**src/rtl/cau_pkg.sv**
```systemverilog
// Shared types and constants of the complex arithmetic unit.
// No dependencies; imported by every module of the block.
`timescale 1ns / 1ps

package cau_pkg;

  // Fixed widths of the stream fields
  localparam int unsigned DATA_W = 32;
  localparam int unsigned ACT_W  = 2;

  // Default number format, signed Q16.16
  localparam int unsigned WORD_BITS_DEF = 32;
  localparam int unsigned FRAC_BITS_DEF = 16;

  typedef enum logic [ACT_W-1:0] {
    ACT_ADD = 2'd0,
    ACT_SUB = 2'd1,
    ACT_MUL = 2'd2,
    ACT_DIV = 2'd3
  } cau_action_e;

  // Side information that travels with each item through the divider
  typedef struct packed {
    logic is_div;
    logic dz;
    logic re_neg;
    logic im_neg;
  } cau_tag_t;

endpackage

```
**src/rtl/cau_div_stage.sv**
```systemverilog
// One restoring-division step for both result parts, registered.
// Items other than divide pass their result unchanged; uses cau_pkg.
`timescale 1ns / 1ps

module cau_div_stage import cau_pkg::*; #(
  parameter int unsigned WORD_BITS = WORD_BITS_DEF
) (
  input  logic                   clk_i,
  input  logic                   rst_ni,
  input  logic                   en_i,
  input  logic                   valid_i,
  input  cau_tag_t               tag_i,
  input  logic [2*WORD_BITS-1:0] den_i,
  input  logic [2*WORD_BITS-1:0] re_r_i,
  input  logic [2*WORD_BITS-1:0] re_num_i,
  input  logic [WORD_BITS-1:0]   re_q_i,
  input  logic                   re_big_i,
  input  logic [2*WORD_BITS-1:0] im_r_i,
  input  logic [2*WORD_BITS-1:0] im_num_i,
  input  logic [WORD_BITS-1:0]   im_q_i,
  input  logic                   im_big_i,
  output logic                   valid_o,
  output cau_tag_t               tag_o,
  output logic [2*WORD_BITS-1:0] den_o,
  output logic [2*WORD_BITS-1:0] re_r_o,
  output logic [2*WORD_BITS-1:0] re_num_o,
  output logic [WORD_BITS-1:0]   re_q_o,
  output logic                   re_big_o,
  output logic [2*WORD_BITS-1:0] im_r_o,
  output logic [2*WORD_BITS-1:0] im_num_o,
  output logic [WORD_BITS-1:0]   im_q_o,
  output logic                   im_big_o
);

  localparam int unsigned W  = WORD_BITS;
  localparam int unsigned PW = 2 * WORD_BITS;
  localparam int unsigned LW = 2 * PW + W + 1;

  // {remainder, numerator, quotient, big}; a quotient bit shifted out
  // past the word sticks in big
  function automatic logic [LW-1:0] step(logic [PW-1:0] r, logic [PW-1:0] num,
                                         logic [W-1:0] q, logic big,
                                         logic [PW-1:0] den);
    logic [PW-1:0] r2;
    logic          qb;
    r2 = {r[PW-2:0], num[PW-1]};
    qb = (r2 >= den);
    if (qb) r2 = r2 - den;
    step = {r2, num[PW-2:0], 1'b0, q[W-2:0], qb, big | q[W-1]};
  endfunction

  logic [LW-1:0] re_nx, im_nx;

  assign re_nx = step(re_r_i, re_num_i, re_q_i, re_big_i, den_i);
  assign im_nx = step(im_r_i, im_num_i, im_q_i, im_big_i, den_i);

  always_ff @(posedge clk_i or negedge rst_ni) begin
    if (!rst_ni) begin
      valid_o <= 1'b0;
    end else if (en_i) begin
      valid_o <= valid_i;
    end
  end

  always_ff @(posedge clk_i) begin
    if (en_i) begin
      tag_o    <= tag_i;
      den_o    <= den_i;
      re_r_o   <= re_nx[LW-1 -: PW];
      re_num_o <= re_nx[LW-PW-1 -: PW];
      im_r_o   <= im_nx[LW-1 -: PW];
      im_num_o <= im_nx[LW-PW-1 -: PW];
      if (tag_i.is_div) begin
        re_q_o   <= re_nx[W:1];
        re_big_o <= re_nx[0];
        im_q_o   <= im_nx[W:1];
        im_big_o <= im_nx[0];
      end else begin
        re_q_o   <= re_q_i;
        re_big_o <= re_big_i;
        im_q_o   <= im_q_i;
        im_big_o <= im_big_i;
      end
    end
  end

endmodule

```
**config.mk**
```make
export PLATFORM = sky130hd
export DESIGN_NAME = cau_div_stage
export DESIGN_NICKNAME = d
export VERILOG_FILES = /design/src/rtl/cau_pkg.sv /design/src/rtl/cau_div_stage.sv
export SDC_FILE = /design/constraint.sdc
export NUM_CORES = 1
export LEC_CHECK = 0
export ABC_AREA = 1
export BUFFER_PORTS_ARGS = -buffer_cell sky130_fd_sc_hd__buf_4
export CAP_MARGIN = 30
export CORE_AREA = 2 2 307 309
export CTS_BUF_LIST = sky130_fd_sc_hd__clkbuf_8
export CTS_CLUSTER_SIZE = 12
export DETAILED_ROUTE_END_ITERATION = 12
export DIE_AREA = 0 0 309 311
export PLACE_DENSITY = 0.55
export SLEW_MARGIN = 10
export SYNTH_ARGS = -nofsm -noshare
export SYNTH_HDL_FRONTEND = slang
export SYNTH_SLANG_ARGS = --single-unit
```
**constraint.sdc**
```tcl
create_clock -name clk_i -period 1.9 [get_ports clk_i]
set_input_delay 0.285 -clock clk_i [delete_from_list [all_inputs] [get_ports clk_i]]
set_output_delay 0.285 -clock clk_i [all_outputs]
set_load 0.01 [all_outputs]
```
== After elaboration in Yosys (flattened, before gate mapping) ==
Index checks and enable logic that the tools add are counted.
Widths: inputs -> output; s select.
Operators by class
  add/sub/neg operators: 2
  magnitude comparators: 2
  muxes and demuxes: 6
  bitwise gates (word level): 2
Operators by type and width (count)
  $ge 64x64->1: 2
  $mux 64: 2
  $sub 64x64->64: 2
  $mux 32: 2
  $mux 1: 2
  $or 1x1->1: 2
Word-level totals
  register bits after elaboration: 389
  input port bits: 394
  output and inout bits: 391
  logic and storage cells: 26

== Depth between registers and ports, before layout ==
  word-level depth: 2
  depth in mapped cells: 18
  gate-level depth less buffers: 17

== Least setup slack after synthesis ==
Ideal clock, no wire load.
  path kind: input port to flip-flop
  from: in im_num_i[63]
  to: reg im_r_o[57] (data pin)
  library setup time: 0.253 ns
  data arrival time: 2.015 ns
  required time: 1.647 ns
  setup slack: -0.368 ns
  stages: 18
  buffers on the path: 1
  path through: inv_1 ha_1 fa_1 inv_1 nand3_1 nand2_4 nand2_2 nand2_2 nand2_1 nand2_2 nand2_2 nand3_2 nand2_2 nand2_4 inv_2 buf_2 nand2_1 nand2_1
On the way
  word-level cells in the longest chain between the ends: 2
  elaborated cells between the ends (all ways): 3
  those cells by class: add/sub (1); order compare (1); mux (1)
RTL lines
  start, declared: line cau_div_stage.sv:19  | input logic [2*WORD_BITS-1:0] im_num_i,
  $sub 64x64->64 or $ge 64x64->1 (tied branches): line cau_div_stage.sv:48, cau_div_stage.sv:47
  $mux 64 *: line cau_div_stage.sv:48  | if (qb) r2 = r2 - den;
  named net im_nx[154]: line cau_div_stage.sv:52  | logic [LW-1:0] re_nx, im_nx;
  end signal, assigned: line cau_div_stage.sv:71  | im_r_o <= im_nx[LW-1 -: PW];
  end, declared: line cau_div_stage.sv:29  | output logic [2*WORD_BITS-1:0] im_r_o,
Mark *: on every way through the listed nets, which the timed path passes. The rest lies on a longest branch.
A chain may end at the register's enable or synchronous reset.

== Worst setup path in the final report ==
  from: in den_i[30]
  to: reg im_r_o[41] (data pin)
On the way
  word-level cells in the longest chain between the ends: 2
  elaborated cells between the ends (all ways): 3
  those cells by class: add/sub (1); order compare (1); mux (1)
RTL lines
  start, declared: line cau_div_stage.sv:13  | input logic [2*WORD_BITS-1:0] den_i,
  $sub 64x64->64 or $ge 64x64->1 (tied branches): line cau_div_stage.sv:48, cau_div_stage.sv:47
  $mux 64 *: line cau_div_stage.sv:48
  named net im_nx[138]: line cau_div_stage.sv:52
Marked as above.

==> impl_metrics.yaml <==
timing:
  layout_setup_ws_ps: -121.2
  fin_tns_setup_ps: -4294
  clock_skew_ps: 0
  hold_viol_final: 0
  min_period_ps: 2021
  finalCritPeriodShare_pct: 106.4
  setup_viol: 71
  fmax_ghz: 0.4948
  drv_slew: 0
  rsz0062_at_grt: "yes"
power_and_ir_drop:
  combPwrFrac_pct: 35.1
  p_leak_nw: 24.03
  power_density_nw_per_um2: 685.2
  p_sw_mw: 10.58
  clkPwrFrac_pct: 30.1
  power_frac_seq_pct: 34.7
  ir_drop_mv: 0.4753
  power.internal_mw: 20.85
  swShare_pct: 33.68
run_status:
  status: "finished with violations"
  violations: "setup timing"
run:
  maxCapViolations: 0
clock_tree:
  clk_pin_slew_worst_paths_ps: 60
  clock_path_buffers: 3
  cts_buffers: 77
  clock_sink_count: 389
  clkLatencyLatePin_ps: 720
  clockRootBuffer: "clkbuf_8"
  cts_tree: "yes"
  h-tree-depth: 3
yosys:
  syn_avg_cell_area_um2: 7.219
  yosys_warnings: 0
  syn_area_um2: 26470
  synth.top_cell.area_share_pct: 44.01
  synth_seq_area_share_pct: 44.11
  synth_area_leaders: "edfxtp_1 (44%), nand2_1 (22%), inv_1 (11%)"
  ys_seq_elements: 389
  synthCells: 3667
  synth_top_area_cell: "edfxtp_1"
  synth_cell_types: 36
routing:
  drt_iter0_drc: 2293
  wl_per_cell_um: 20.09
  first_pass_iters: 6
  vias: 30680
  ant_nets: 0
  drc: 0
  wl_um: 138000
  viasPerCell: 4.466
grt:
  grt_pass1_vias: 30580
  grt.total_usage_pct: 27.32
  gr-total-overflow: 0
  grt_pass1_wl_um: 192400
  grt_max_degree: 63
  antenna_found_initial: 14
place:
  gp_congestion: 0.9555
  dp_hpwl_um: 109700
  detailedPlace.worstSlack_ps: -867.4
  io_buffers: 780
setup_path:
  arrival_ps: 2470
  start_kind: "primary input"
  crit_path_end_kind: "register"
  crit_path_max_fanout: 10
  path_class: "in -> reg"
  required_ps: 2350
layout:
  drive_gt1_share_pct: 31.57
  final_nets: 6070
  area_growth_pct: 73.28
floorplanning:
  fp-row-count: 112
  io_pins: 785
  die_w_um: 309
  initial_utilization_pct: 28.54
  coreArea_um2: 92770
  die_h_um: 311
  die-area_um2: 96100
worst_hold_path:
  hp-class: "in -> reg"
path summary, 6_finish.rpt:
path,to,from,cells after the start,slack (ps)
hold / removal,im_r_o[41],im_r_i[40],4,120
max in group asynchronous,valid_o,rst_ni,3,1380
hold reg to reg,valid_o,valid_o,1,540
setup reg to reg,valid_o,valid_o,1,1130
setup / recovery,im_r_o[41],den_i[30],15,-120
min in group asynchronous,valid_o,rst_ni,3,420
kinds of logic (layout without fill, tap and decap cells):
group,after synthesis,in the layout,share of synthesized area [%]
compound gates,169,169,3.233
mux,1,1,0.04253
simple gates,2088,2089,32.11
fa+ha+maj,130,130,6.201
other cells,1,9,0.01417
flops,389,389,44.11
buf+inv,827,2765,12.25
xor+xnor,62,62,2.051
critical path: stages:
cell,delay (ps)
buf_4,150
clkinvlp_4,220
ha_4,340
nand2_2,80
nor2_4,130
nand2_2,90
nor2_4,120
nand4_1,200
nand3_4,170
nand2_8,90
nand2_8,200
inv_16,80
buf_16,160
nand2_1,70
nand2_2,80
through the flow:
step / util (%) / instances / cell area [um2] / hold WS [ps] / power (mW)
floorplan: - / 3668 / 26630 / -10.59 / 15.04
global placement: 41.61 / 6267 / 38600 / 61.75 / 20.65
detailed placement: 41.61 / 6267 / 38600 / 64.07 / 20.68
CTS: 47.94 / 6828 / 44480 / 19.38 / 31.03
global route: 49.44 / 6867 / 45870 / 81.07 / 32.94
finish: 49.45 / 6868 / 45870 / 124.4 / 31.43
synthesized netlist by cell type, drive strengths merged:
cell    count
a21oi      88
a31oi       1
and2        4
and3        2
buf        28
clkbuf     13
clkinv      1
conb        1
dfrtp       1
edfxtp    388
fa          2
ha        128
inv       785
mux2        1
nand2    1596
nand3     181
nand4      40
nor2      240
nor3       20
nor4        5
o21ai      78
o21bai      2
xnor2       2
xor2       60
power by group through the flow:
stage	Sequential, mW	Combinational (mW)	Clock, mW
6_report	10.9	11.0	9.47
3_3_place_gp	11.1	9.56	0
3_5_place_dp	11.1	9.62	0
2_1_floorplan	11.4	3.61	0
5_1_grt	11.0	11.9	10.0
4_1_cts	10.9	10.4	9.71
routing by layer:
metal  up-vias  part of all wire, %  GRT usage [%]
met1     14270                   40          32.25
met5         -                0.043              0
li1      15060                    -              -
met4         8                  4.5          12.22
met2      1079                   49          47.88
met3       256                  6.4          5.027
sequential cells by signal, summed over array words and instances (netlist names):
register  count
re_num_o     63
im_q_o       32
re_q_o       32
im_num_o     63
tag_o         4
den_o        64
valid_o       1
im_big_o      1
im_r_o       64
re_big_o      1
re_r_o       64
final cells by class:
type                       count  area [um2]
clock buffer                  80        1101
clock inverter                60       534.3
sequential                   389       11680
timing repair buffer        1838       15400
tap                         1254        1569
antenna                        7       17.52
inverter                     786        3057
timing repair inverter         1       8.758
fill                        9105       46900
multi-input combinational   2453       12510
timing repair:
action                                  4_1_cts  5_1_grt
cloned                                        0       11
setup buffers                                 0       22
hold buffers                                421        0
gates resized for setup                       7      185
endpoints found under the setup margin       81      130
pin swaps                                     0       31
hold endpoints to repair                    402        0
cell usage in the layout, fill, tap and decap left out, types with 8 or more instances in the layout:
cell           count
a21oi_1           81
buf_4           1373
bufinv_16          8
dlygate4sd3_1    421
nand2_4            8
nand4_1           40
xor2_1            58
ha_1              87
clkinv_2           9
clkbuf_8          80
edfxtp_1         388
o21ai_0           72
inv_2             15
clkinvlp_4        16
buf_12            27
nand2_1         1535
clkinv_1          21
nor3_1            11
clkbuf_16          8
nand2_2           50
ha_4              39
nor2_2            39
nor2_4            11
nand3_2           36
inv_1            766
nand3_1          144
nor2_1           190
Note: power is estimated with default switching activity, not from simulation.
