[src/rtl/cau_pkg.sv]
// Shared types and constants of the complex arithmetic unit.
// No dependencies; imported by every module of the block.
`timescale 1ns / 1ps

package cau_pkg;

  // Fixed widths of the stream fields
  localparam int unsigned DATA_W = 32;
  localparam int unsigned ACT_W  = 2;

  // Default number format, signed Q16.16
  localparam int unsigned WORD_BITS_DEF = 32;
  localparam int unsigned FRAC_BITS_DEF = 16;

  typedef enum logic [ACT_W-1:0] {
    ACT_ADD = 2'd0,
    ACT_SUB = 2'd1,
    ACT_MUL = 2'd2,
    ACT_DIV = 2'd3
  } cau_action_e;

  // Side information that travels with each item through the divider
  typedef struct packed {
    logic is_div;
    logic dz;
    logic re_neg;
    logic im_neg;
  } cau_tag_t;

endpackage

[src/rtl/cau_back.sv]
// Back end: saturation, flags, output register and skid register.
// Drives the pipeline enable; uses cau_pkg.
`timescale 1ns / 1ps

module cau_back import cau_pkg::*; #(
  parameter int unsigned WORD_BITS = WORD_BITS_DEF
) (
  input  logic                 clk_i,
  input  logic                 rst_ni,
  input  logic                 valid_i,
  input  cau_tag_t             tag_i,
  input  logic [WORD_BITS-1:0] re_q_i,
  input  logic                 re_big_i,
  input  logic [WORD_BITS-1:0] im_q_i,
  input  logic                 im_big_i,
  output logic                 en_o,
  input  logic                 ready_i,
  output logic                 valid_o,
  output logic [DATA_W-1:0]    res_re_o,
  output logic [DATA_W-1:0]    res_im_o,
  output logic                 ov_o,
  output logic                 dz_o
);

  localparam int unsigned W = WORD_BITS;
  localparam logic [W-1:0] LIM = {1'b1, {(W-1){1'b0}}};

  // {overflow, value}
  function automatic logic [W:0] sat(logic [W-1:0] q, logic big, logic neg);
    if (neg) begin
      if (big || (q > LIM)) sat = {1'b1, LIM};
      else                  sat = {1'b0, ~q + 1'b1};
    end else begin
      if (big || q[W-1]) sat = {1'b1, ~LIM};
      else               sat = {1'b0, q};
    end
  endfunction

  logic [W:0]        re_s, im_s;
  logic [DATA_W-1:0] p_re, p_im;
  logic              p_ov;

  assign re_s = tag_i.dz ? '0 : sat(re_q_i, re_big_i, tag_i.re_neg);
  assign im_s = tag_i.dz ? '0 : sat(im_q_i, im_big_i, tag_i.im_neg);
  assign p_re = DATA_W'(signed'(re_s[W-1:0]));
  assign p_im = DATA_W'(signed'(im_s[W-1:0]));
  assign p_ov = re_s[W] | im_s[W];

  // output register plus skid register
  logic              skid_v_q;
  logic [DATA_W-1:0] skid_re_q, skid_im_q;
  logic              skid_ov_q, skid_dz_q;
  logic              take;

  assign en_o = !skid_v_q;
  assign take = valid_o && ready_i;

  always_ff @(posedge clk_i or negedge rst_ni) begin
    if (!rst_ni) begin
      valid_o  <= 1'b0;
      skid_v_q <= 1'b0;
    end else if (skid_v_q) begin
      if (take) skid_v_q <= 1'b0;
    end else if (valid_i) begin
      if (valid_o && !take) skid_v_q <= 1'b1;
      else                  valid_o  <= 1'b1;
    end else if (take) begin
      valid_o <= 1'b0;
    end
  end

  always_ff @(posedge clk_i) begin
    if (skid_v_q) begin
      if (take) begin
        res_re_o <= skid_re_q;
        res_im_o <= skid_im_q;
        ov_o     <= skid_ov_q;
        dz_o     <= skid_dz_q;
      end
    end else if (valid_i) begin
      if (valid_o && !take) begin
        skid_re_q <= p_re;
        skid_im_q <= p_im;
        skid_ov_q <= p_ov;
        skid_dz_q <= tag_i.dz;
      end else begin
        res_re_o <= p_re;
        res_im_o <= p_im;
        ov_o     <= p_ov;
        dz_o     <= tag_i.dz;
      end
    end
  end

endmodule
[config.mk]
export PLATFORM = sky130hd
export DESIGN_NAME = cau_back
export DESIGN_NICKNAME = d
export VERILOG_FILES = /design/src/rtl/cau_pkg.sv /design/src/rtl/cau_back.sv
export SDC_FILE = /design/constraint.sdc
export NUM_CORES = 1
export LEC_CHECK = 0
export BUFFER_PORTS_ARGS = -buffer_cell sky130_fd_sc_hd__buf_4
export CAP_MARGIN = 20
export CORE_MARGIN = 4
export CORE_UTILIZATION = 52
export CTS_CLUSTER_DIAMETER = 50
export DETAILED_ROUTE_END_ITERATION = 8
export HOLD_SLACK_MARGIN = 0.05
export PLACE_DENSITY_LB_ADDON = 0.12
export SYNTH_ARGS = -nofsm -noshare
export SYNTH_HDL_FRONTEND = slang
export SYNTH_SLANG_ARGS = --single-unit
[constraint.sdc]
create_clock -name clk_i -period 5.9 [get_ports clk_i]
set_input_delay 0 -clock clk_i [delete_from_list [all_inputs] [get_ports clk_i]]
set_output_delay 0 -clock clk_i [all_outputs]
set_load 0.05 [all_outputs]
### Yosys cells after proc, flatten, opt, wreduce, memory -nomap -nowiden

Index checks and enable logic that the tools add are counted.
W data, S select, Z words.

| storage, ports and cells | value |
|---|---|
| output and inout port bits | 68 |
| memories kept | 0 |
| bits in latches | 0 |
| register bits | 134 |
| memory bits (read-only) | 0 |
| RAM bits | 0 |
| input bits | 74 |

| cells by class | value |
|---|---|
| div/mod/pow operators | 0 |
| shifts and indexed selects | 0 |
| multiply operators | 0 |
| equal/unequal tests | 3 |
| magnitude comparators | 2 |
| reductions and logical operators | 13 |
| add/sub/neg operators | 2 |
| bitwise operators | 4 |
| mux-type cells | 31 |

Operators by type and width:

| kind | count |
|---|---|
| $mux W33 | 8 |
| $mux W32 | 8 |
| $add A32 B1 Y32 const B | 2 |
| $gt A32 B32 Y1 const B | 2 |
| $not A32 Y32 | 2 |
| $mux W1 | 15 |
| $reduce_and A3 Y1 | 3 |
| $logic_or A1 B1 Y1 | 4 |
| $ne A2 B2 Y1 const B | 2 |
| $reduce_bool A2 Y1 | 2 |
| $logic_and A1 B1 Y1 | 2 |
| $logic_not A1 Y1 | 2 |
| $ne A2 B1 Y1 const B | 1 |
| $not A1 Y1 | 1 |
| $or A1 B1 Y1 | 1 |

### Longest topological paths before layout

Gate-level depths: netlist of the first run.

| depth | value |
|---|---|
| depth in word-level cells | 9 |
| depth in mapped cells | 9 |
| depth with buffers taken out | 8 |

### Worst setup path after synthesis of the first run

OpenSTA, ideal clock, no wires.

| path | value |
|---|---|
| path type | reg2reg |
| start | reg skid_v_q |
| end | reg dz_o, enable pin |
| setup time | 0.512 ns |
| data arrival time | 4.640 ns |
| stages on the path, launching flop included | 6 |
| buffers on the path | 2 |
| path slack | 0.748 ns |
| clock period less this slack | 5.152 ns |
| cell sequence | dfrtp_1 clkbuf_1 inv_1 clkbuf_1 nand2_1 a21oi_1 |

| between the ends | value |
|---|---|
| longest elaborated chain between the ends | 2 |
| elaborated cells between the ends (all ways) | 4 |

RTL lines:

| what | line | text |
|---|---|---|
| from (decl) | cau_back.sv:50 | `logic skid_v_q;` |
| from (signal assigned) | cau_back.sv:61 | `skid_v_q <= 1'b0;` |
| from (signal assigned) | cau_back.sv:63 | `if (take) skid_v_q <= 1'b0;` |
| from (signal assigned) | cau_back.sv:65 | `if (valid_o && !take) skid_v_q <= 1'b1;` |
| $ne A2 B1 Y1 (no line), or another cell as far along | n/a |  |
| $reduce_and A3 Y1 (no line) * | n/a |  |
| to (signal assigned) | cau_back.sv:78 | `dz_o <= skid_dz_q;` |
| to (signal assigned) | cau_back.sv:90 | `dz_o <= tag_i.dz;` |
| to (decl) | cau_back.sv:22 | `output logic dz_o` |

Every way passes the cells marked *; elsewhere a longest branch is shown, timed or not.
A chain may end at the register's enable or synchronous reset.

### Final worst setup path of the first run

| path | value |
|---|---|
| start | reg skid_v_q |
| end | reg res_im_o[28], enable pin |

| between the ends | value |
|---|---|
| longest elaborated chain between the ends | 2 |
| elaborated cells between the ends (all ways) | 4 |

RTL lines:

| what | line | text |
|---|---|---|
| $ne A2 B1 Y1 (no line), or another cell as far along | n/a |  |
| $reduce_and A3 Y1 (no line) * | n/a |  |
| to (signal assigned) | cau_back.sv:76 | `res_im_o <= skid_im_q;` |
| to (signal assigned) | cau_back.sv:88 | `res_im_o <= p_im;` |
| to (decl) | cau_back.sv:20 | `output logic [DATA_W-1:0] res_im_o,` |

Marks and branches as above.

==> results of run 1 <==
[cell usage in the layout, fill, tap and decap left out, types with 17 or more instances in the layout]
cell,Yosys,final
buf_4,0,143
o31ai_1,27,27
edfxtp_1,132,132
clkbuf_16,0,17
nand3_1,17,17
nor3_1,32,32
dlygate4sd3_1,0,48
nand2_1,93,93
a21oi_1,49,48
nor2_1,85,84
mux2_2,19,19
or3_1,18,18
o21ai_0,29,29
[repair_timing]
item	CTS	global route
setup buffers	0	0
endpoints found under the setup margin	0	0
hold endpoints to repair	51	0
hold buffers	48	0
gates resized for setup	0	0
[per-layer routing]
metal,global-route usage (%),wire (µm),vias to the layer above
li1,-,-,3048
met2,42.9,10000,376
met5,0,0,-
met4,10.5,679,0
met3,5.55,1570,59
met1,32.8,8140,3090
[cells by family (layout without fill, tap and decap cells)]
group | count (synthesis) | in the layout | share of synthesized area [%]
xor gates and xnor gates | 1 | 1 | 0.122
and+or+nand+nor | 314 | 314 | 21.2
muxes | 22 | 22 | 3.39
adders and majority gates | 2 | 2 | 0.348
buffers and inverters | 54 | 229 | 2.85
AOI/OAI and AO/OA | 179 | 179 | 16.3
DFF | 134 | 134 | 55.8
[power by group]
group          switching (W)  internal [W]  leakage, nW
sequential         0.0000839       0.00142         1.28
clock               0.000397      0.000831        0.325
combinational        0.00123      0.000471         1.83
[path summary, 6_finish.rpt]
| path | start | to | cells past startpoint | slack, ps |
|---|---|---|---|---|
| min in group asynchronous | rst_ni | skid_v_q | 3 | 460 |
| min | im_q_i[24] | skid_im_q[24] | 3 | 60 |
| max reg2reg | skid_v_q | res_im_o[28] | 5 | 2450 |
| max | skid_v_q | res_im_o[28] | 5 | 2450 |
| min reg2reg | skid_re_q[11] | res_re_o[11] | 2 | 530 |
| max in group asynchronous | rst_ni | skid_v_q | 3 | 5300 |
[state kept, by name (all words and copies together), names as in the netlist]
| register | flops |
|---|---|
| res_im_o | 32 |
| res_re_o | 32 |
| skid_im_q | 32 |
| skid_re_q | 32 |
| dz_o | 1 |
| ov_o | 1 |
| skid_dz_q | 1 |
| skid_ov_q | 1 |
| skid_v_q | 1 |
| valid_o | 1 |
[worst max-delay path: stages (launching register included)]
cell	delay [ps]
dfrtp_2	380
buf_4	370
inv_1	800
nand2_1	260
a21oi_4	550
buf_4	680
[stage by stage]
step	hold slack, ps	std cells
2_1_floorplan	-296	706
3_3_place_gp	-218	980
3_5_place_dp	-214	980
4_1_cts	50.7	1057
5_1_grt	65.2	1057
6_report	63.7	1057
[cell type report]
type / instances / area share, %
clock inverters: 12 / 2.66
multi-input cells: 518 / 31.5
repair buffers: 191 / 16.4
clock buffers: 17 / 4.48
flip-flops and latches: 134 / 42.3
inverters: 9 / 0.356
well taps: 176 / 2.32
==> flow_summary.toml, run 1 <==
[yosys]
ys_types = 59
ys.flop_type = "edfxtp_1"
synth.area.top_cells = "edfxtp_1, nand2_1, nor2_1"
avgSynthCellArea_um2 = 10.2
yosysTopAreaCell = "edfxtp_1"
synth-edff-count = 132
synth_seq_area_share_pct = 55.8
synthCells = 706
synth_nets = 782
synth_common_cells = "edfxtp_1, nand2_1, nor2_1"
async_reset_ff_share_pct = 1.49
synth.cell_area_um2 = 7190
yosysTopAreaCellShare_pct = 55.1
ys_ff_latch = 134
yosysMostFrequentCell = "edfxtp_1"
yosys_warnings = 0

[critical_path]
path_class = "reg2reg"
critPathMaxFanout = 82
startpoint_type = "register"
crit_arrival_ps = 3500
critPathCaptureType = "register"
critPathRequiredTime_ps = 5950

[placement]
gp_congestion = 0.875
portBuffers = 140
placed_area_um2 = 8330
place_hpwl_um = 13600
place_worst_setup_slack_ps = 2400

[routing]
dr.pass1.iters = 5
vias = 6573
drtIter0Drc = 663
viasPerCell = 6.22
drc_errors = 0
totalWireLength_um = 20400
detail-route-antenna-nets = 0
wl_per_cell_um = 19.3

[grt]
grt_pass1_wl_um = 32400
grt.overflow.total = 0
grt_use_total_pct = 25.7
grt_pass1_vias = 6383
grt_max_degree = 83
grt_antenna_before_repair = 0

[worst_hold_path]
min_path_type = "in2reg"

[timing]
fin_tns_setup_ps = 0
skew_ps = 6.92
setup_violations = 0
rsz0062_at_grt = "false"
fmax_ghz = 0.290
tightest_slew_ps = 1040
drv_slew = 0
fin_crit_ps = 3450
worst_slack_ps = 2450
max-slew-margin-rel_pct = 30.5
period_share_pct = 58.4
hold_violations = 0

[run_status]
status = "finished, final reports clean"

[cts]
clockBufferDepth = 2
h-tree-depth = 4
clk_pin_slew_ps = 60
cts_sinks = 134
cts_tree = "yes"
insertion_delay_ps = 420
cts_root_buf = "clkbuf_16"
cts_buffers = 17

[power]
peakVddDrop_mv = 0.314
p_leak_nw = 3.44
powerDensity_nw_per_um2 = 467
totalPowerFinal_w = 0.00443

[cells_and_area]
syn_to_final_growth_pct = 31.9
drive_gt1_share_pct = 24.1
seq_area_um2 = 4020
nets = 947
fin_area_um2 = 9490
diodes = 0
num-fill-cells = 986
multi_input_area_um2 = 2990
utilization_pct = 70.8

[die]
die_y_um = 126
num_rows = 42
pin_count = 142
die_w_um = 126
start_util_pct = 53.7
core_um2 = 13400
die_area_um2 = 15800

[run]
drv_cap = 0
(Power assumes the default switching activity.)
==> run 2: changes to the inputs <==
Settings changed: CORE_UTILIZATION 52 to 50.
Clock period 5.9 ns to 3 ns, I/O delays scaled along.
==> run 2 against run 1 <==
Wire length down 3.6%. Clock power grew 59%. Largest cell class unchanged. Clock skew down 0.70 ps. Highest routed layer unchanged. Die area increased by 3.7%. Combinational power increased by 98%. Power rose by 86%. First-iteration DRC count is 7.5% lower. Non-clock buffer count increased by 17.
==> flow_summary.toml, run 2 (synthesis results as in run 1) <==
[routing]
totalWireLength_um = 19700
drc_errors = 0
viasPerCell = 6.03
wl_per_cell_um = 18.2
dr.pass1.iters = 7
vias = 6520
drtIter0Drc = 613
detail-route-antenna-nets = 0

[run]
drv_cap = 0

[die]
die_y_um = 128
num_rows = 43
core_um2 = 14000
pin_count = 142
die_area_um2 = 16400
start_util_pct = 51.4
die_w_um = 128

[worst_hold_path]
min_path_type = "in2reg"
hold_depth = 3
min_from = "im_q_i[29]"
min_to = "skid_im_q[29]"

[critical_path]
path_class = "in2reg"
startpoint_type = "input pin"
crit_chain = "dlygate4sd3_1 > buf_4 > inv_1 > ha_1 > or4b_4 > or2_1 > or4_1 > o21ai_0 > a211oi_2 > mux2_2"
timing.rr.start = "skid_v_q"
worst_path_max_delay_cell = "dlygate4sd3_1"
crit_arrival_ps = 2880
crit_start = "re_q_i[0]"
critPathMaxFanout = 4
critPathCaptureType = "register"
worstReg2RegEnd = "res_im_o[22]"
critPathMaxStageDelay_ps = 530
r2r_cells = 4
reg2reg_slack_ps = 1170
critPathRequiredTime_ps = 3170

[cells_and_area]
final_common_cell = "buf_4"
diodes = 0
drive_gt1_share_pct = 25.1
layout_common_cells = "buf_4, edfxtp_1, nand2_1"
fin_area_um2 = 9520
nets = 964
syn_to_final_growth_pct = 32.4

[placement]
place_hpwl_um = 13700
gp_congestion = 0.901
portBuffers = 140
placed_area_um2 = 8450

[timing]
drv_slew = 0
skew_ps = 6.22
tightest_slew_ps = 702
fin_tns_setup_ps = 0
fmax_ghz = 0.369
setup_violations = 0
period_share_pct = 90.4
hold_violations = 0
max-slew-margin-rel_pct = 53.2
hold_ws_ps = 38.8
rsz0062_at_grt = "false"
fin_crit_ps = 2710

[cts]
post_cts_resize_count = 0
insertion_delay_ps = 420
clockBufferDepth = 2
clk_pin_slew_ps = 60
cts_root_buf = "clkbuf_16"
cts_buffers = 17
cts_sinks = 134
h-tree-depth = 4
cts_tree = "yes"

[power]
peakVddDrop_mv = 0.594
p_leak_nw = 3.45
totalPowerFinal_w = 0.00826
powerDensity_nw_per_um2 = 868

[grt]
grt_pass1_wl_um = 31700
grt_pass1_vias = 6234
grt_antenna_before_repair = 0
grt.overflow.total = 0
grt_max_degree = 67
grt_use_total_pct = 24.4

[run_status]
status = "finished, final reports clean"
-- run 2: cell types whose count changed in the layout (fill, tap and decap cells not counted) --
| cell | previous run | this run |
|---|---|---|
| buf_12 | 0 | 1 |
| buf_4 | 143 | 156 |
| bufinv_16 | 7 | 1 |
| clkbuf_1 | 0 | 2 |
| clkinv_2 | 0 | 1 |
| clkinv_4 | 3 | 2 |
| clkinvlp_4 | 1 | 5 |
| dlygate4sd3_1 | 48 | 51 |
| inv_6 | 1 | 4 |
| nor2_1 | 84 | 85 |
| nor2_2 | 1 | 0 |
-- run 2: metal layers --
metal	wire (µm)	GRT usage [%]	vias to the layer above	share of wire, %
met3	1440	5.29	37	7.3
met2	9850	41.0	314	50
met4	499	9.30	0	2.5
met5	0	0	-	0
li1	-	-	3082	-
met1	7910	31.0	3087	40
-- run 2: worst max path at each step --
stage                   endpoint  slack, ps  depth (start not counted)
global placement    res_re_o[14]        520                          9
CTS                 res_re_o[24]        300                         11
global route        res_re_o[24]        140                         11
floorplan                   dz_o        260                          5
finish              res_re_o[14]        290                         10
detailed placement  res_re_o[24]        420                         10
-- run 2: area by class of cell --
cell class,count,area (µm²)
clock buffer,19,433
clock inverter,13,125
fill,1073,4470
inverter,9,33.8
multi-input combinational,518,2990
sequential,134,4020
tap,180,225
timing repair buffer,208,1700
-- run 2: worst max-delay path, delay by kind of cell --
kind	cells	cell delay, ps
compound gates	2	370
mux	1	270
fa+ha+maj	1	180
buf+inv	3	740
simple gates	3	1320
-- run 2: where the power goes --
group	internal [W]	switching [W]
clock	0.00115	0.000802
combinational	0.000961	0.00241
sequential	0.00279	0.000158
total	0.00490	0.00337
-- run 2: repair_timing --
item	CTS	global route
setup buffers	0	0
endpoints found under the hold margin	57	1
hold buffers	50	1
-- run 2: metrics by stage --
step           worst slack, ps  std cells  util [%]
6_report                   289       1081      68.1
5_1_grt                    140       1081      68.1
4_1_cts                    301       1080      68.0
3_5_place_dp               417        998      60.4
3_3_place_gp               524        998      60.4
2_1_floorplan              261        706         -
